<file path="src/design/ctd_pkg.sv">
`timescale 1ns / 1ps
// Shared types and constants of the capture trace deframer.
// Depends on nothing; every other design file refers to it by scoped names.
package ctd_pkg;

   localparam int TRACE_W   = 64;
   localparam int LEN_W     = 11;
   localparam int CYC_W     = 28;
   localparam int SEC_W     = 32;
   localparam int NS_W      = 30;
   localparam int VB_W      = 4;
   localparam int KIND_W    = 2;

   localparam int LEN_LSB   = 53;
   localparam int CYC_LSB   = 25;

   localparam logic [TRACE_W-1:0] END_MARK = {TRACE_W{1'b1}};
   localparam logic [LEN_W-1:0]   MAX_CAP_RESET = {LEN_W{1'b1}};

   // Division of twice the cycle count by five: multiply by the reciprocal.
   localparam int RECIP_W     = 32;
   localparam logic [RECIP_W-1:0] RECIP_5 = 32'hCCCC_CCCD;
   localparam int RECIP_SHIFT = 34;
   localparam int PROD_W      = CYC_W + 1 + RECIP_W;
   localparam int FIFTH_W     = PROD_W - RECIP_SHIFT;
   localparam int SIX_W       = 31;
   localparam int DELTA_W     = 32;

   localparam logic [DELTA_W-1:0] NS_PER_SEC     = 32'd1_000_000_000;
   localparam logic [DELTA_W-1:0] NS_PER_TWO_SEC = 32'd2_000_000_000;

   localparam int QUEUE_DEPTH = 2;

   typedef enum logic [KIND_W-1:0] {
      KIND_HEADER = 2'd0,
      KIND_DATA   = 2'd1,
      KIND_END    = 2'd2
   } kind_type;

   typedef enum logic [1:0] {
      PH_META = 2'd0,
      PH_DATA = 2'd1,
      PH_DONE = 2'd2
   } phase_type;

   // One classified item as it travels from the front end to the back end.
   typedef struct packed {
      kind_type             kind;
      logic [LEN_W-1:0]     capture_length;
      logic [LEN_W-1:0]     wire_length;
      logic [SIX_W-1:0]     six_cycles;
      logic [FIFTH_W-1:0]   fifth_cycles;
      logic [TRACE_W-1:0]   data_word;
      logic [VB_W-1:0]      valid_bytes;
      logic                 last;
   } entry_type;

endpackage

</file>
<file path="src/design/ctd_fifo.sv">
`timescale 1ns / 1ps
// Short register queue of classified items between front and back end.
// Depends on ctd_pkg for the entry type and default depth.
module ctd_fifo #(
   parameter int Depth = ctd_pkg::QUEUE_DEPTH
) (
   input  logic                clock,
   input  logic                reset,
   input  logic                push,
   input  ctd_pkg::entry_type  push_entry,
   output logic                full,
   input  logic                pop,
   output ctd_pkg::entry_type  pop_entry,
   output logic                empty
);

   localparam int PtrW = (Depth > 1) ? $clog2(Depth) : 1;
   localparam int CntW = $clog2(Depth + 1);

   ctd_pkg::entry_type entries_ff [Depth];
   logic [PtrW-1:0] wr_ptr_ff, wr_ptr_in;
   logic [PtrW-1:0] rd_ptr_ff, rd_ptr_in;
   logic [CntW-1:0] count_ff, count_in;

   assign full      = (count_ff == CntW'(Depth));
   assign empty     = (count_ff == '0);
   assign pop_entry = entries_ff[rd_ptr_ff];

   always_comb begin
      wr_ptr_in = wr_ptr_ff;
      rd_ptr_in = rd_ptr_ff;
      count_in  = count_ff;
      if (push) begin
         wr_ptr_in = (wr_ptr_ff == PtrW'(Depth - 1)) ? '0 : wr_ptr_ff + 1'b1;
      end
      if (pop) begin
         rd_ptr_in = (rd_ptr_ff == PtrW'(Depth - 1)) ? '0 : rd_ptr_ff + 1'b1;
      end
      if (push && !pop) begin
         count_in = count_ff + 1'b1;
      end else if (pop && !push) begin
         count_in = count_ff - 1'b1;
      end
   end

   always_ff @(posedge clock) begin
      if (reset) begin
         wr_ptr_ff <= '0;
         rd_ptr_ff <= '0;
         count_ff  <= '0;
      end else begin
         wr_ptr_ff <= wr_ptr_in;
         rd_ptr_ff <= rd_ptr_in;
         count_ff  <= count_in;
      end
   end

   always_ff @(posedge clock) begin
      if (push) begin
         entries_ff[wr_ptr_ff] <= push_entry;
      end
   end

   a_no_push_when_full: assert property (@(posedge clock) disable iff (reset)
      !(push && full && !pop))
      else $error("queue written while full");

   a_no_pop_when_empty: assert property (@(posedge clock) disable iff (reset)
      !(pop && empty))
      else $error("queue read while empty");

endmodule

</file>
<file path="src/design/ctd_front.sv">
`timescale 1ns / 1ps
// Front end: takes trace words, tracks packet framing and classifies each word.
// Depends on ctd_pkg; feeds ctd_fifo.
module ctd_front (
   input  logic                          clock,
   input  logic                          reset,
   input  logic                          req_valid,
   output logic                          req_ready,
   input  logic [ctd_pkg::TRACE_W-1:0]   req_trace_word,
   input  logic                          csr_write_enable,
   input  logic [ctd_pkg::LEN_W-1:0]     csr_write_data,
   input  logic                          queue_full,
   output logic                          queue_push,
   output ctd_pkg::entry_type            queue_entry
);

   ctd_pkg::phase_type phase_ff, phase_in;
   logic [ctd_pkg::LEN_W-1:0] bytes_left_ff, bytes_left_in;
   logic                      packet_seen_ff, packet_seen_in;
   logic [ctd_pkg::LEN_W-1:0] max_cap_ff;

   logic                          accept;
   logic                          is_end;
   logic [ctd_pkg::LEN_W-1:0]     wire_len;
   logic [ctd_pkg::LEN_W-1:0]     cap_len;
   logic [ctd_pkg::CYC_W-1:0]     cyc_used;
   logic [ctd_pkg::PROD_W-1:0]    prod;
   logic [ctd_pkg::SIX_W-1:0]     six;
   logic [ctd_pkg::VB_W-1:0]      take;
   logic                          last_word;

   function automatic logic [ctd_pkg::TRACE_W-1:0] keep_mask(input logic [ctd_pkg::VB_W-1:0] n);
      logic [ctd_pkg::TRACE_W-1:0] m;
      m = '0;
      for (int i = 0; i < ctd_pkg::TRACE_W / 8; i++) begin
         m[8*i +: 8] = (ctd_pkg::VB_W'(i) < n) ? 8'hFF : 8'h00;
      end
      return m;
   endfunction

   assign req_ready = (phase_ff == ctd_pkg::PH_DONE) || !queue_full;
   assign accept    = req_valid && req_ready;

   assign is_end   = (req_trace_word == ctd_pkg::END_MARK);
   assign wire_len = req_trace_word[ctd_pkg::LEN_LSB +: ctd_pkg::LEN_W];
   assign cap_len  = (wire_len > max_cap_ff) ? max_cap_ff : wire_len;
   // The first packet has no predecessor, so its gap counts as zero.
   assign cyc_used = packet_seen_ff ? req_trace_word[ctd_pkg::CYC_LSB +: ctd_pkg::CYC_W] : '0;
   // floor(32c/5) = 6c + floor(2c/5)
   assign prod     = ctd_pkg::PROD_W'({cyc_used, 1'b0}) * ctd_pkg::PROD_W'(ctd_pkg::RECIP_5);
   assign six      = (ctd_pkg::SIX_W'(cyc_used) << 2) + (ctd_pkg::SIX_W'(cyc_used) << 1);

   assign take      = (bytes_left_ff > ctd_pkg::LEN_W'(8)) ? ctd_pkg::VB_W'(8)
                                                           : bytes_left_ff[ctd_pkg::VB_W-1:0];
   assign last_word = (bytes_left_ff <= ctd_pkg::LEN_W'(8));

   // Next state
   always_comb begin
      phase_in       = phase_ff;
      bytes_left_in  = bytes_left_ff;
      packet_seen_in = packet_seen_ff;
      case (phase_ff)
         ctd_pkg::PH_META: begin
            if (accept) begin
               if (is_end) begin
                  phase_in = ctd_pkg::PH_DONE;
               end else begin
                  packet_seen_in = 1'b1;
                  bytes_left_in  = cap_len;
                  phase_in       = (cap_len == '0) ? ctd_pkg::PH_META : ctd_pkg::PH_DATA;
               end
            end
         end
         ctd_pkg::PH_DATA: begin
            if (accept) begin
               bytes_left_in = bytes_left_ff - ctd_pkg::LEN_W'(take);
               if (last_word) begin
                  phase_in = ctd_pkg::PH_META;
               end
            end
         end
         ctd_pkg::PH_DONE: begin
            phase_in = ctd_pkg::PH_DONE;
         end
         default: begin
            phase_in = ctd_pkg::PH_META;
         end
      endcase
   end

   // Outputs
   always_comb begin
      queue_push  = 1'b0;
      queue_entry = '0;
      case (phase_ff)
         ctd_pkg::PH_META: begin
            queue_push = accept;
            if (is_end) begin
               queue_entry.kind = ctd_pkg::KIND_END;
               queue_entry.last = 1'b1;
            end else begin
               queue_entry.kind           = ctd_pkg::KIND_HEADER;
               queue_entry.capture_length = cap_len;
               queue_entry.wire_length    = wire_len;
               queue_entry.six_cycles     = six;
               queue_entry.fifth_cycles   = prod[ctd_pkg::PROD_W-1 -: ctd_pkg::FIFTH_W];
               queue_entry.last           = (cap_len == '0);
            end
         end
         ctd_pkg::PH_DATA: begin
            queue_push              = accept;
            queue_entry.kind        = ctd_pkg::KIND_DATA;
            queue_entry.data_word   = req_trace_word & keep_mask(take);
            queue_entry.valid_bytes = take;
            queue_entry.last        = last_word;
         end
         default: begin
            queue_push = 1'b0;
         end
      endcase
   end

   always_ff @(posedge clock) begin
      if (reset) begin
         phase_ff       <= ctd_pkg::PH_META;
         bytes_left_ff  <= '0;
         packet_seen_ff <= 1'b0;
         max_cap_ff     <= ctd_pkg::MAX_CAP_RESET;
      end else begin
         phase_ff       <= phase_in;
         bytes_left_ff  <= bytes_left_in;
         packet_seen_ff <= packet_seen_in;
         if (csr_write_enable) begin
            max_cap_ff <= csr_write_data;
         end
      end
   end

   a_data_has_bytes: assert property (@(posedge clock) disable iff (reset)
      (phase_ff == ctd_pkg::PH_DATA) |-> (bytes_left_ff != '0))
      else $error("data phase with no bytes left");

endmodule

</file>
<file path="src/design/ctd_back.sv">
`timescale 1ns / 1ps
// Back end: forms the timestamp delta, keeps the running clock and holds the result.
// Depends on ctd_pkg; reads from ctd_fifo.
module ctd_back (
   input  logic                          clock,
   input  logic                          reset,
   input  logic                          queue_empty,
   input  ctd_pkg::entry_type            queue_entry,
   output logic                          queue_pop,
   output logic                          rsp_valid,
   input  logic                          rsp_ready,
   output logic [ctd_pkg::KIND_W-1:0]    rsp_kind,
   output logic [ctd_pkg::LEN_W-1:0]     rsp_capture_length,
   output logic [ctd_pkg::LEN_W-1:0]     rsp_wire_length,
   output logic [ctd_pkg::SEC_W-1:0]     rsp_stamp_seconds,
   output logic [ctd_pkg::NS_W-1:0]      rsp_stamp_nanoseconds,
   output logic [ctd_pkg::TRACE_W-1:0]   rsp_data_word,
   output logic [ctd_pkg::VB_W-1:0]      rsp_valid_bytes,
   output logic                          rsp_last
);

   // Delta stage
   logic                          p_valid_ff, p_valid_in;
   ctd_pkg::entry_type            p_entry_ff;
   logic [ctd_pkg::SIX_W-1:0]     p_d0_ff, p_d0_in;
   logic [ctd_pkg::DELTA_W-1:0]   p_d1_ff, p_d1_in;
   logic [ctd_pkg::DELTA_W-1:0]   p_d2_ff, p_d2_in;

   // Running clock
   logic [ctd_pkg::SEC_W-1:0]     sec_ff, sec_in;
   logic [ctd_pkg::NS_W-1:0]      ns_ff, ns_in;

   // Result register
   logic                          out_valid_ff, out_valid_in;
   ctd_pkg::kind_type             out_kind_ff;
   logic [ctd_pkg::LEN_W-1:0]     out_cap_ff, out_wire_ff;
   logic [ctd_pkg::SEC_W-1:0]     out_sec_ff;
   logic [ctd_pkg::NS_W-1:0]      out_ns_ff;
   logic [ctd_pkg::TRACE_W-1:0]   out_data_ff;
   logic [ctd_pkg::VB_W-1:0]      out_vb_ff;
   logic                          out_last_ff;

   logic                          out_load;
   logic                          is_header;
   logic [ctd_pkg::DELTA_W-1:0]   s0;
   logic [ctd_pkg::DELTA_W:0]     s1, s2;
   logic [ctd_pkg::SEC_W-1:0]     stamp_sec;
   logic [ctd_pkg::NS_W-1:0]      stamp_ns;

   assign out_load  = p_valid_ff && (!out_valid_ff || rsp_ready);
   assign queue_pop = !queue_empty && (!p_valid_ff || out_load);

   assign p_valid_in   = queue_pop || (p_valid_ff && !out_load);
   assign out_valid_in = out_load || (out_valid_ff && !rsp_ready);

   // Delta (31-bit unsigned) and two carry-corrected variants (32-bit two's complement).
   assign p_d0_in = queue_entry.six_cycles + ctd_pkg::SIX_W'(queue_entry.fifth_cycles);
   assign p_d1_in = ctd_pkg::DELTA_W'(queue_entry.six_cycles)
                  + ctd_pkg::DELTA_W'(queue_entry.fifth_cycles) - ctd_pkg::NS_PER_SEC;
   assign p_d2_in = ctd_pkg::DELTA_W'(queue_entry.six_cycles)
                  + ctd_pkg::DELTA_W'(queue_entry.fifth_cycles) - ctd_pkg::NS_PER_TWO_SEC;

   assign is_header = (p_entry_ff.kind == ctd_pkg::KIND_HEADER);
   assign s0 = ctd_pkg::DELTA_W'(ns_ff) + ctd_pkg::DELTA_W'(p_d0_ff);
   assign s1 = (ctd_pkg::DELTA_W+1)'(ns_ff) + {p_d1_ff[ctd_pkg::DELTA_W-1], p_d1_ff};
   assign s2 = (ctd_pkg::DELTA_W+1)'(ns_ff) + {p_d2_ff[ctd_pkg::DELTA_W-1], p_d2_ff};

   always_comb begin
      if (!s2[ctd_pkg::DELTA_W]) begin
         stamp_ns  = s2[ctd_pkg::NS_W-1:0];
         stamp_sec = sec_ff + ctd_pkg::SEC_W'(2);
      end else if (!s1[ctd_pkg::DELTA_W]) begin
         stamp_ns  = s1[ctd_pkg::NS_W-1:0];
         stamp_sec = sec_ff + ctd_pkg::SEC_W'(1);
      end else begin
         stamp_ns  = s0[ctd_pkg::NS_W-1:0];
         stamp_sec = sec_ff;
      end
   end

   assign sec_in = (out_load && is_header) ? stamp_sec : sec_ff;
   assign ns_in  = (out_load && is_header) ? stamp_ns  : ns_ff;

   always_ff @(posedge clock) begin
      if (reset) begin
         p_valid_ff   <= 1'b0;
         out_valid_ff <= 1'b0;
         sec_ff       <= '0;
         ns_ff        <= '0;
      end else begin
         p_valid_ff   <= p_valid_in;
         out_valid_ff <= out_valid_in;
         sec_ff       <= sec_in;
         ns_ff        <= ns_in;
      end
   end

   always_ff @(posedge clock) begin
      if (queue_pop) begin
         p_entry_ff <= queue_entry;
         p_d0_ff    <= p_d0_in;
         p_d1_ff    <= p_d1_in;
         p_d2_ff    <= p_d2_in;
      end
      if (out_load) begin
         out_kind_ff <= p_entry_ff.kind;
         out_cap_ff  <= p_entry_ff.capture_length;
         out_wire_ff <= p_entry_ff.wire_length;
         out_sec_ff  <= is_header ? stamp_sec : '0;
         out_ns_ff   <= is_header ? stamp_ns  : '0;
         out_data_ff <= p_entry_ff.data_word;
         out_vb_ff   <= p_entry_ff.valid_bytes;
         out_last_ff <= p_entry_ff.last;
      end
   end

   assign rsp_valid             = out_valid_ff;
   assign rsp_kind              = out_kind_ff;
   assign rsp_capture_length    = out_cap_ff;
   assign rsp_wire_length       = out_wire_ff;
   assign rsp_stamp_seconds     = out_sec_ff;
   assign rsp_stamp_nanoseconds = out_ns_ff;
   assign rsp_data_word         = out_data_ff;
   assign rsp_valid_bytes       = out_vb_ff;
   assign rsp_last              = out_last_ff;

   a_ns_in_range: assert property (@(posedge clock) disable iff (reset)
      ns_ff < ctd_pkg::NS_W'(ctd_pkg::NS_PER_SEC))
      else $error("running nanoseconds out of range");

   a_data_bytes: assert property (@(posedge clock) disable iff (reset)
      (out_valid_ff && out_kind_ff == ctd_pkg::KIND_DATA)
         |-> (out_vb_ff != '0 && out_vb_ff <= ctd_pkg::VB_W'(8)))
      else $error("data result with bad byte count");

endmodule

</file>
<file path="src/design/capture_trace_deframer_top.sv">
`timescale 1ns / 1ps
// Top level of the capture trace deframer: front end, item queue and back end.
// Depends on ctd_pkg, ctd_front, ctd_fifo and ctd_back.
//
// The deframer takes a capture trace one 64-bit word per transfer, byte 0 in the
// low bits, and gives one result per meaningful word. A meta word carries the
// wire length in bits 63..53 and the clock-cycle gap to the previous packet in
// bits 52..25; it yields a header result with the capture length (the wire
// length clamped to the max_capture_length register), the wire length and a
// running timestamp. The first packet after reset is stamped zero; each later
// one adds floor(gap * 32 / 5) ns (6.4 ns per 156.25 MHz cycle), carrying into
// seconds at one billion. The header is followed by ceil(capture_length / 8)
// data results, each with its valid-byte count, bytes above that count zeroed,
// and the last one flagged. A header with zero capture length is itself the
// last result of its packet. A meta word of all ones gives an end-of-trace
// result, after which every word is taken and dropped until reset. The block
// takes one word per clock and delivers one result per clock when the consumer
// keeps rsp_ready high: a front end classifies each word in the cycle it
// arrives, a short queue decouples it from the back end, and the back end
// forms the timestamp delta as it takes an item from the queue and adds it to
// the running clock as it loads the result register. A word's result is
// therefore presented only once it has passed through the queue entry, the
// delta stage and the result register. The throughput is set by the
// running-clock update, which handles one header per cycle while the result
// register can load. Write the max_capture_length register only while the
// block is idle; a new value takes effect from the next meta word.
module capture_trace_deframer_top #(
   parameter int QueueDepth = ctd_pkg::QUEUE_DEPTH
) (
   input  logic                          clock,
   input  logic                          reset,
   input  logic                          req_valid,
   output logic                          req_ready,
   input  logic [ctd_pkg::TRACE_W-1:0]   req_trace_word,
   input  logic                          csr_write_enable,
   input  logic [ctd_pkg::LEN_W-1:0]     csr_write_data,
   output logic                          rsp_valid,
   input  logic                          rsp_ready,
   output logic [ctd_pkg::KIND_W-1:0]    rsp_kind,
   output logic [ctd_pkg::LEN_W-1:0]     rsp_capture_length,
   output logic [ctd_pkg::LEN_W-1:0]     rsp_wire_length,
   output logic [ctd_pkg::SEC_W-1:0]     rsp_stamp_seconds,
   output logic [ctd_pkg::NS_W-1:0]      rsp_stamp_nanoseconds,
   output logic [ctd_pkg::TRACE_W-1:0]   rsp_data_word,
   output logic [ctd_pkg::VB_W-1:0]      rsp_valid_bytes,
   output logic                          rsp_last
);

   // Classified items pass from the front end to the back end through the queue.
   logic               q_push;
   logic               q_full;
   logic               q_pop;
   logic               q_empty;
   ctd_pkg::entry_type q_wr_entry;
   ctd_pkg::entry_type q_rd_entry;

   // The front end owns the framing state and the capture-length register.
   ctd_front u_front (
      .clock            (clock),
      .reset            (reset),
      .req_valid        (req_valid),
      .req_ready        (req_ready),
      .req_trace_word   (req_trace_word),
      .csr_write_enable (csr_write_enable),
      .csr_write_data   (csr_write_data),
      .queue_full       (q_full),
      .queue_push       (q_push),
      .queue_entry      (q_wr_entry)
   );

   ctd_fifo #(
      .Depth (QueueDepth)
   ) u_fifo (
      .clock      (clock),
      .reset      (reset),
      .push       (q_push),
      .push_entry (q_wr_entry),
      .full       (q_full),
      .pop        (q_pop),
      .pop_entry  (q_rd_entry),
      .empty      (q_empty)
   );

   // The back end owns the running timestamp and the result register.
   ctd_back u_back (
      .clock                 (clock),
      .reset                 (reset),
      .queue_empty           (q_empty),
      .queue_entry           (q_rd_entry),
      .queue_pop             (q_pop),
      .rsp_valid             (rsp_valid),
      .rsp_ready             (rsp_ready),
      .rsp_kind              (rsp_kind),
      .rsp_capture_length    (rsp_capture_length),
      .rsp_wire_length       (rsp_wire_length),
      .rsp_stamp_seconds     (rsp_stamp_seconds),
      .rsp_stamp_nanoseconds (rsp_stamp_nanoseconds),
      .rsp_data_word         (rsp_data_word),
      .rsp_valid_bytes       (rsp_valid_bytes),
      .rsp_last              (rsp_last)
   );

endmodule
</file>
<file path="config.mk">
export PLATFORM = sky130hd
export DESIGN_NAME = capture_trace_deframer_top
export DESIGN_NICKNAME = d
export VERILOG_FILES = /design/src/design/ctd_pkg.sv /design/src/design/ctd_fifo.sv /design/src/design/ctd_front.sv /design/src/design/ctd_back.sv /design/src/design/capture_trace_deframer_top.sv
export SDC_FILE = /design/constraint.sdc
export NUM_CORES = 2
export LEC_CHECK = 0
export BUFFER_PORTS_ARGS = -buffer_cell sky130_fd_sc_hd__buf_2
export CORE_MARGIN = 2
export CORE_UTILIZATION = 30
export CTS_BUF_LIST = sky130_fd_sc_hd__clkbuf_8
export CTS_CLUSTER_SIZE = 16
export DETAILED_ROUTE_END_ITERATION = 8
export SLEW_MARGIN = 40
export SYNTH_ARGS = -nofsm -noshare
export SYNTH_HDL_FRONTEND = slang
export SYNTH_SLANG_ARGS = --single-unit
</file>
<file path="constraint.sdc">
create_clock -name clock -period 19.3 [get_ports clock]
set_input_delay 5.79 -clock clock [delete_from_list [all_inputs] [get_ports clock]]
set_output_delay 5.79 -clock clock [all_outputs]
set_load 0.05 [all_outputs]
</file>
==> qor.yml <==
ys_seq_area_share_pct: 45.7
r2r-start: "u_front.packet_seen_ff$_SDFFE_PP0P_"
ys_ff_latch: 717
ios: 237
design_area_sq_um: 51000
drtIter0Drc: 1938
cts_hold_buf: 0
path_clk_slew_ps: 60
cts_made_buffers: 110
drtPass1Iterations: 5
fillers: 14900
critPathRequiredTime_ps: 19810
vias: 30500
synth-async-reset-ratio_pct: 0
min_path_cells: 0
avgRoutedWirePerCell_microns: 18.8
h-tree-depth: 3
layout_commonest_cell: "edfxtp_1"
nets: 4909
cts_setup_buffers: 0
die_area_sq_um: 153000
die_y_microns: 392
syn_inst: 3980
setup_ws_ps: 6370
ys.flop_type: "edfxtp_1"
start_kind: "primary input"
avgSynthCellArea_sq_um: 11.3
postPlaceCellArea_sq_um: 48700
rr_endpoint: "u_fifo.entries_ff[0][94]$_DFFE_PP_"
hp-start: "u_back.p_entry_ff[29]$_DFFE_PP_"
grt_use_total_pct: 15.6
min_period_over_period_pct: 67.0
cts_tree: "done"
synthTopCellsByArea: "edfxtp_1, ha_1, fa_1"
place_congestion: 0.943
cp_max_fo: 7
rr_worst_depth: 25
viasPerCell: 4.79
grt_first_pass_wirelength_mm: 185
final_cell_mix: "edfxtp_1, inv_1, ha_1"
critPathCaptureType: "flop"
post-synth-top-area-cell: "edfxtp_1"
synth_area_sq_um: 45100
relSlewSlack_pct: 34.6
multi_input_area_sq_um: 22300
core-area_sq_um: 149000
clock_latency_ps: 810
synthDistinctLibCells: 96
grt_pass1_vias: 31000
grt_max_degree: 96
wirelength_mm: 120
fp-row-count: 142
maxCapViolations: 0
setup_viol: 0
drc: 0
place_ws_ps: 5610
synth_edf_count: 623
cts_sinks: 717
synth_top_area_share_pct: 41.5
crit_type: "primary input to flop"
layout-drive-gt1-share_pct: 14.4
r2r_slack_ps: 10800
cts_resized: 0
setup_tns_ps: 0
rsz0062_at_grt: "false"
min_period_ps: 12930
grt-ovfl-total: 0
final_util_pct: 34.1
clockBufferDepth: 3
io_buffers: 236
area_growth_syn_to_layout_pct: 13.0
start_util_pct: 30.2
hpwlAfterDp_mm: 92.8
status: "finished, final reports clean"
root_buffer: "clkbuf_8"
max_freq_mhz: 77.3
die_width_microns: 392
syn_nets: 4638
antenna_found_initial: 7
hold_path_end: "u_back.rsp_data_word[24]$_DFFE_PP_"
slew_violations: 0
synth_warnings: 0
hp-class: "flop to flop"
ant_nets: 0
finClkSkew_ps: 57.5
worst_pin_slew_ps: 971
hold_viol_final: 0
cp.arrival_ps: 13440
regArea_sq_um: 20600
[layer usage]
| metal | share of wire [%] | GRT usage [%] | vias up |
|---|---|---|---|
| li1 | - | - | 14700 |
| met1 | 45 | 20.7 | 14900 |
| met2 | 48 | 26.2 | 719 |
| met3 | 4.5 | 1.98 | 155 |
| met4 | 2.7 | 4.98 | 0 |
| met5 | 0 | 0 | - |
[sequential cells by signal, indices dropped and copies added (netlist names), named ones only]
register,count
u_back.rsp_kind,2
u_fifo.wr_ptr_ff,1
u_back.p_d0_ff,20
u_back.rsp_data_word,64
u_front.packet_seen_ff,1
u_front.bytes_left_ff,11
u_back.p_d2_ff,32
u_back.rsp_stamp_nanoseconds,30
u_fifo.rd_ptr_ff,1
u_back.p_d1_ff,23
u_back.rsp_wire_length,11
u_back.rsp_stamp_seconds,32
u_front.phase_ff,2
u_back.p_valid_ff,1
u_fifo.entries_ff,300
u_back.p_entry_ff,93
u_back.rsp_last,1
u_back.rsp_capture_length,11
u_fifo.count_ff,2
u_front.max_cap_ff,11
u_back.sec_ff,32
u_back.rsp_valid_bytes,4
u_back.rsp_valid,1
u_back.ns_ff,30
[synthesized netlist by cell type (5+ instances only)]
master / n
inv_1: 487
and4_1: 6
a21o_1: 99
nand2b_1: 25
o31ai_1: 16
nand3_1: 56
o21ai_0: 131
fa_1: 215
a211o_1: 7
nor2_1: 286
clkbuf_1: 87
nor3_1: 56
a211oi_1: 24
edfxtp_1: 623
a21oi_1: 236
nand4_1: 45
o21bai_1: 25
and3_1: 73
o22ai_1: 8
ha_1: 363
xor2_1: 74
or2_2: 13
a221oi_1: 7
o221ai_1: 5
a311oi_1: 8
nor2b_1: 29
buf_2: 10
mux2_2: 148
and2_1: 91
o211ai_1: 40
dfxtp_1: 94
o21ai_1: 10
nor4_1: 23
o21a_1: 20
a31oi_1: 27
a41oi_1: 10
nand3b_1: 7
or3_1: 28
mux2i_1: 25
a221o_1: 5
nand2_1: 192
buf_1: 10
xnor2_1: 143
[area by class of cell]
cell class              instances  share of cell area [%]
clock buffers                 111                    3.00
repair buffers                267                    2.82
diodes                          2                 0.00982
inverters                     492                    3.64
clock inverters                88                    1.39
well taps                    2016                    4.95
flip-flops and latches        717                    40.4
multi-input cells            2663                    43.8
[how the worst max path moves through the flow]
stage               slack [ps]                                  to          startpoint  cells after the start
finish                    6370  u_fifo.entries_ff[0][94]$_DFFE_PP_  req_trace_word[34]                     24
global route              5850  u_fifo.entries_ff[0][95]$_DFFE_PP_  req_trace_word[44]                     24
CTS                       6450  u_fifo.entries_ff[0][95]$_DFFE_PP_  req_trace_word[44]                     24
detailed placement        5610  u_fifo.entries_ff[0][95]$_DFFE_PP_  req_trace_word[44]                     24
global placement          5690  u_fifo.entries_ff[0][95]$_DFFE_PP_  req_trace_word[34]                     24
floorplan                 2480   u_fifo.entries_ff[0][0]$_DFFE_PP_           req_valid                      2
[cells by family after synthesis]
group                      Yosys count  share of synthesized area (%)
AOI/OAI and AO/OA                  743                           10.8
buffers and inverters              600                           5.04
DFF                                717                           45.7
xor gates and xnor gates           218                           4.25
adders and majority gates          578                           19.6
and+or+nand+nor                    950                           10.4
other                                1                        0.00832
muxes                              173                           4.25
[worst max-delay path, cell delays in order]
cell,delay (ps)
buf_2,120
and2_1,250
ha_1,380
inv_1,100
fa_1,650
inv_1,80
fa_1,560
inv_1,110
fa_1,560
fa_1,540
inv_1,60
fa_1,500
fa_1,540
inv_1,50
ha_1,410
nand4_1,170
or3b_1,420
or3_1,380
o2111ai_1,440
a41oi_1,350
o21ai_1,530
a31oi_1,180
xor2_1,180
nor2_1,80
[metrics by stage]
stage | std cells | hold slack [ps]
after floorplan | 3980 | 400
after global placement | 6154 | 402
after detailed placement | 6154 | 405
after CTS | 6353 | 413
after global routing | 6355 | 416
final | 6356 | 412
Power is left out: the tool's default activity adds up to more than one toggle a clock period on the data nets, which glitch-free logic cannot reach.
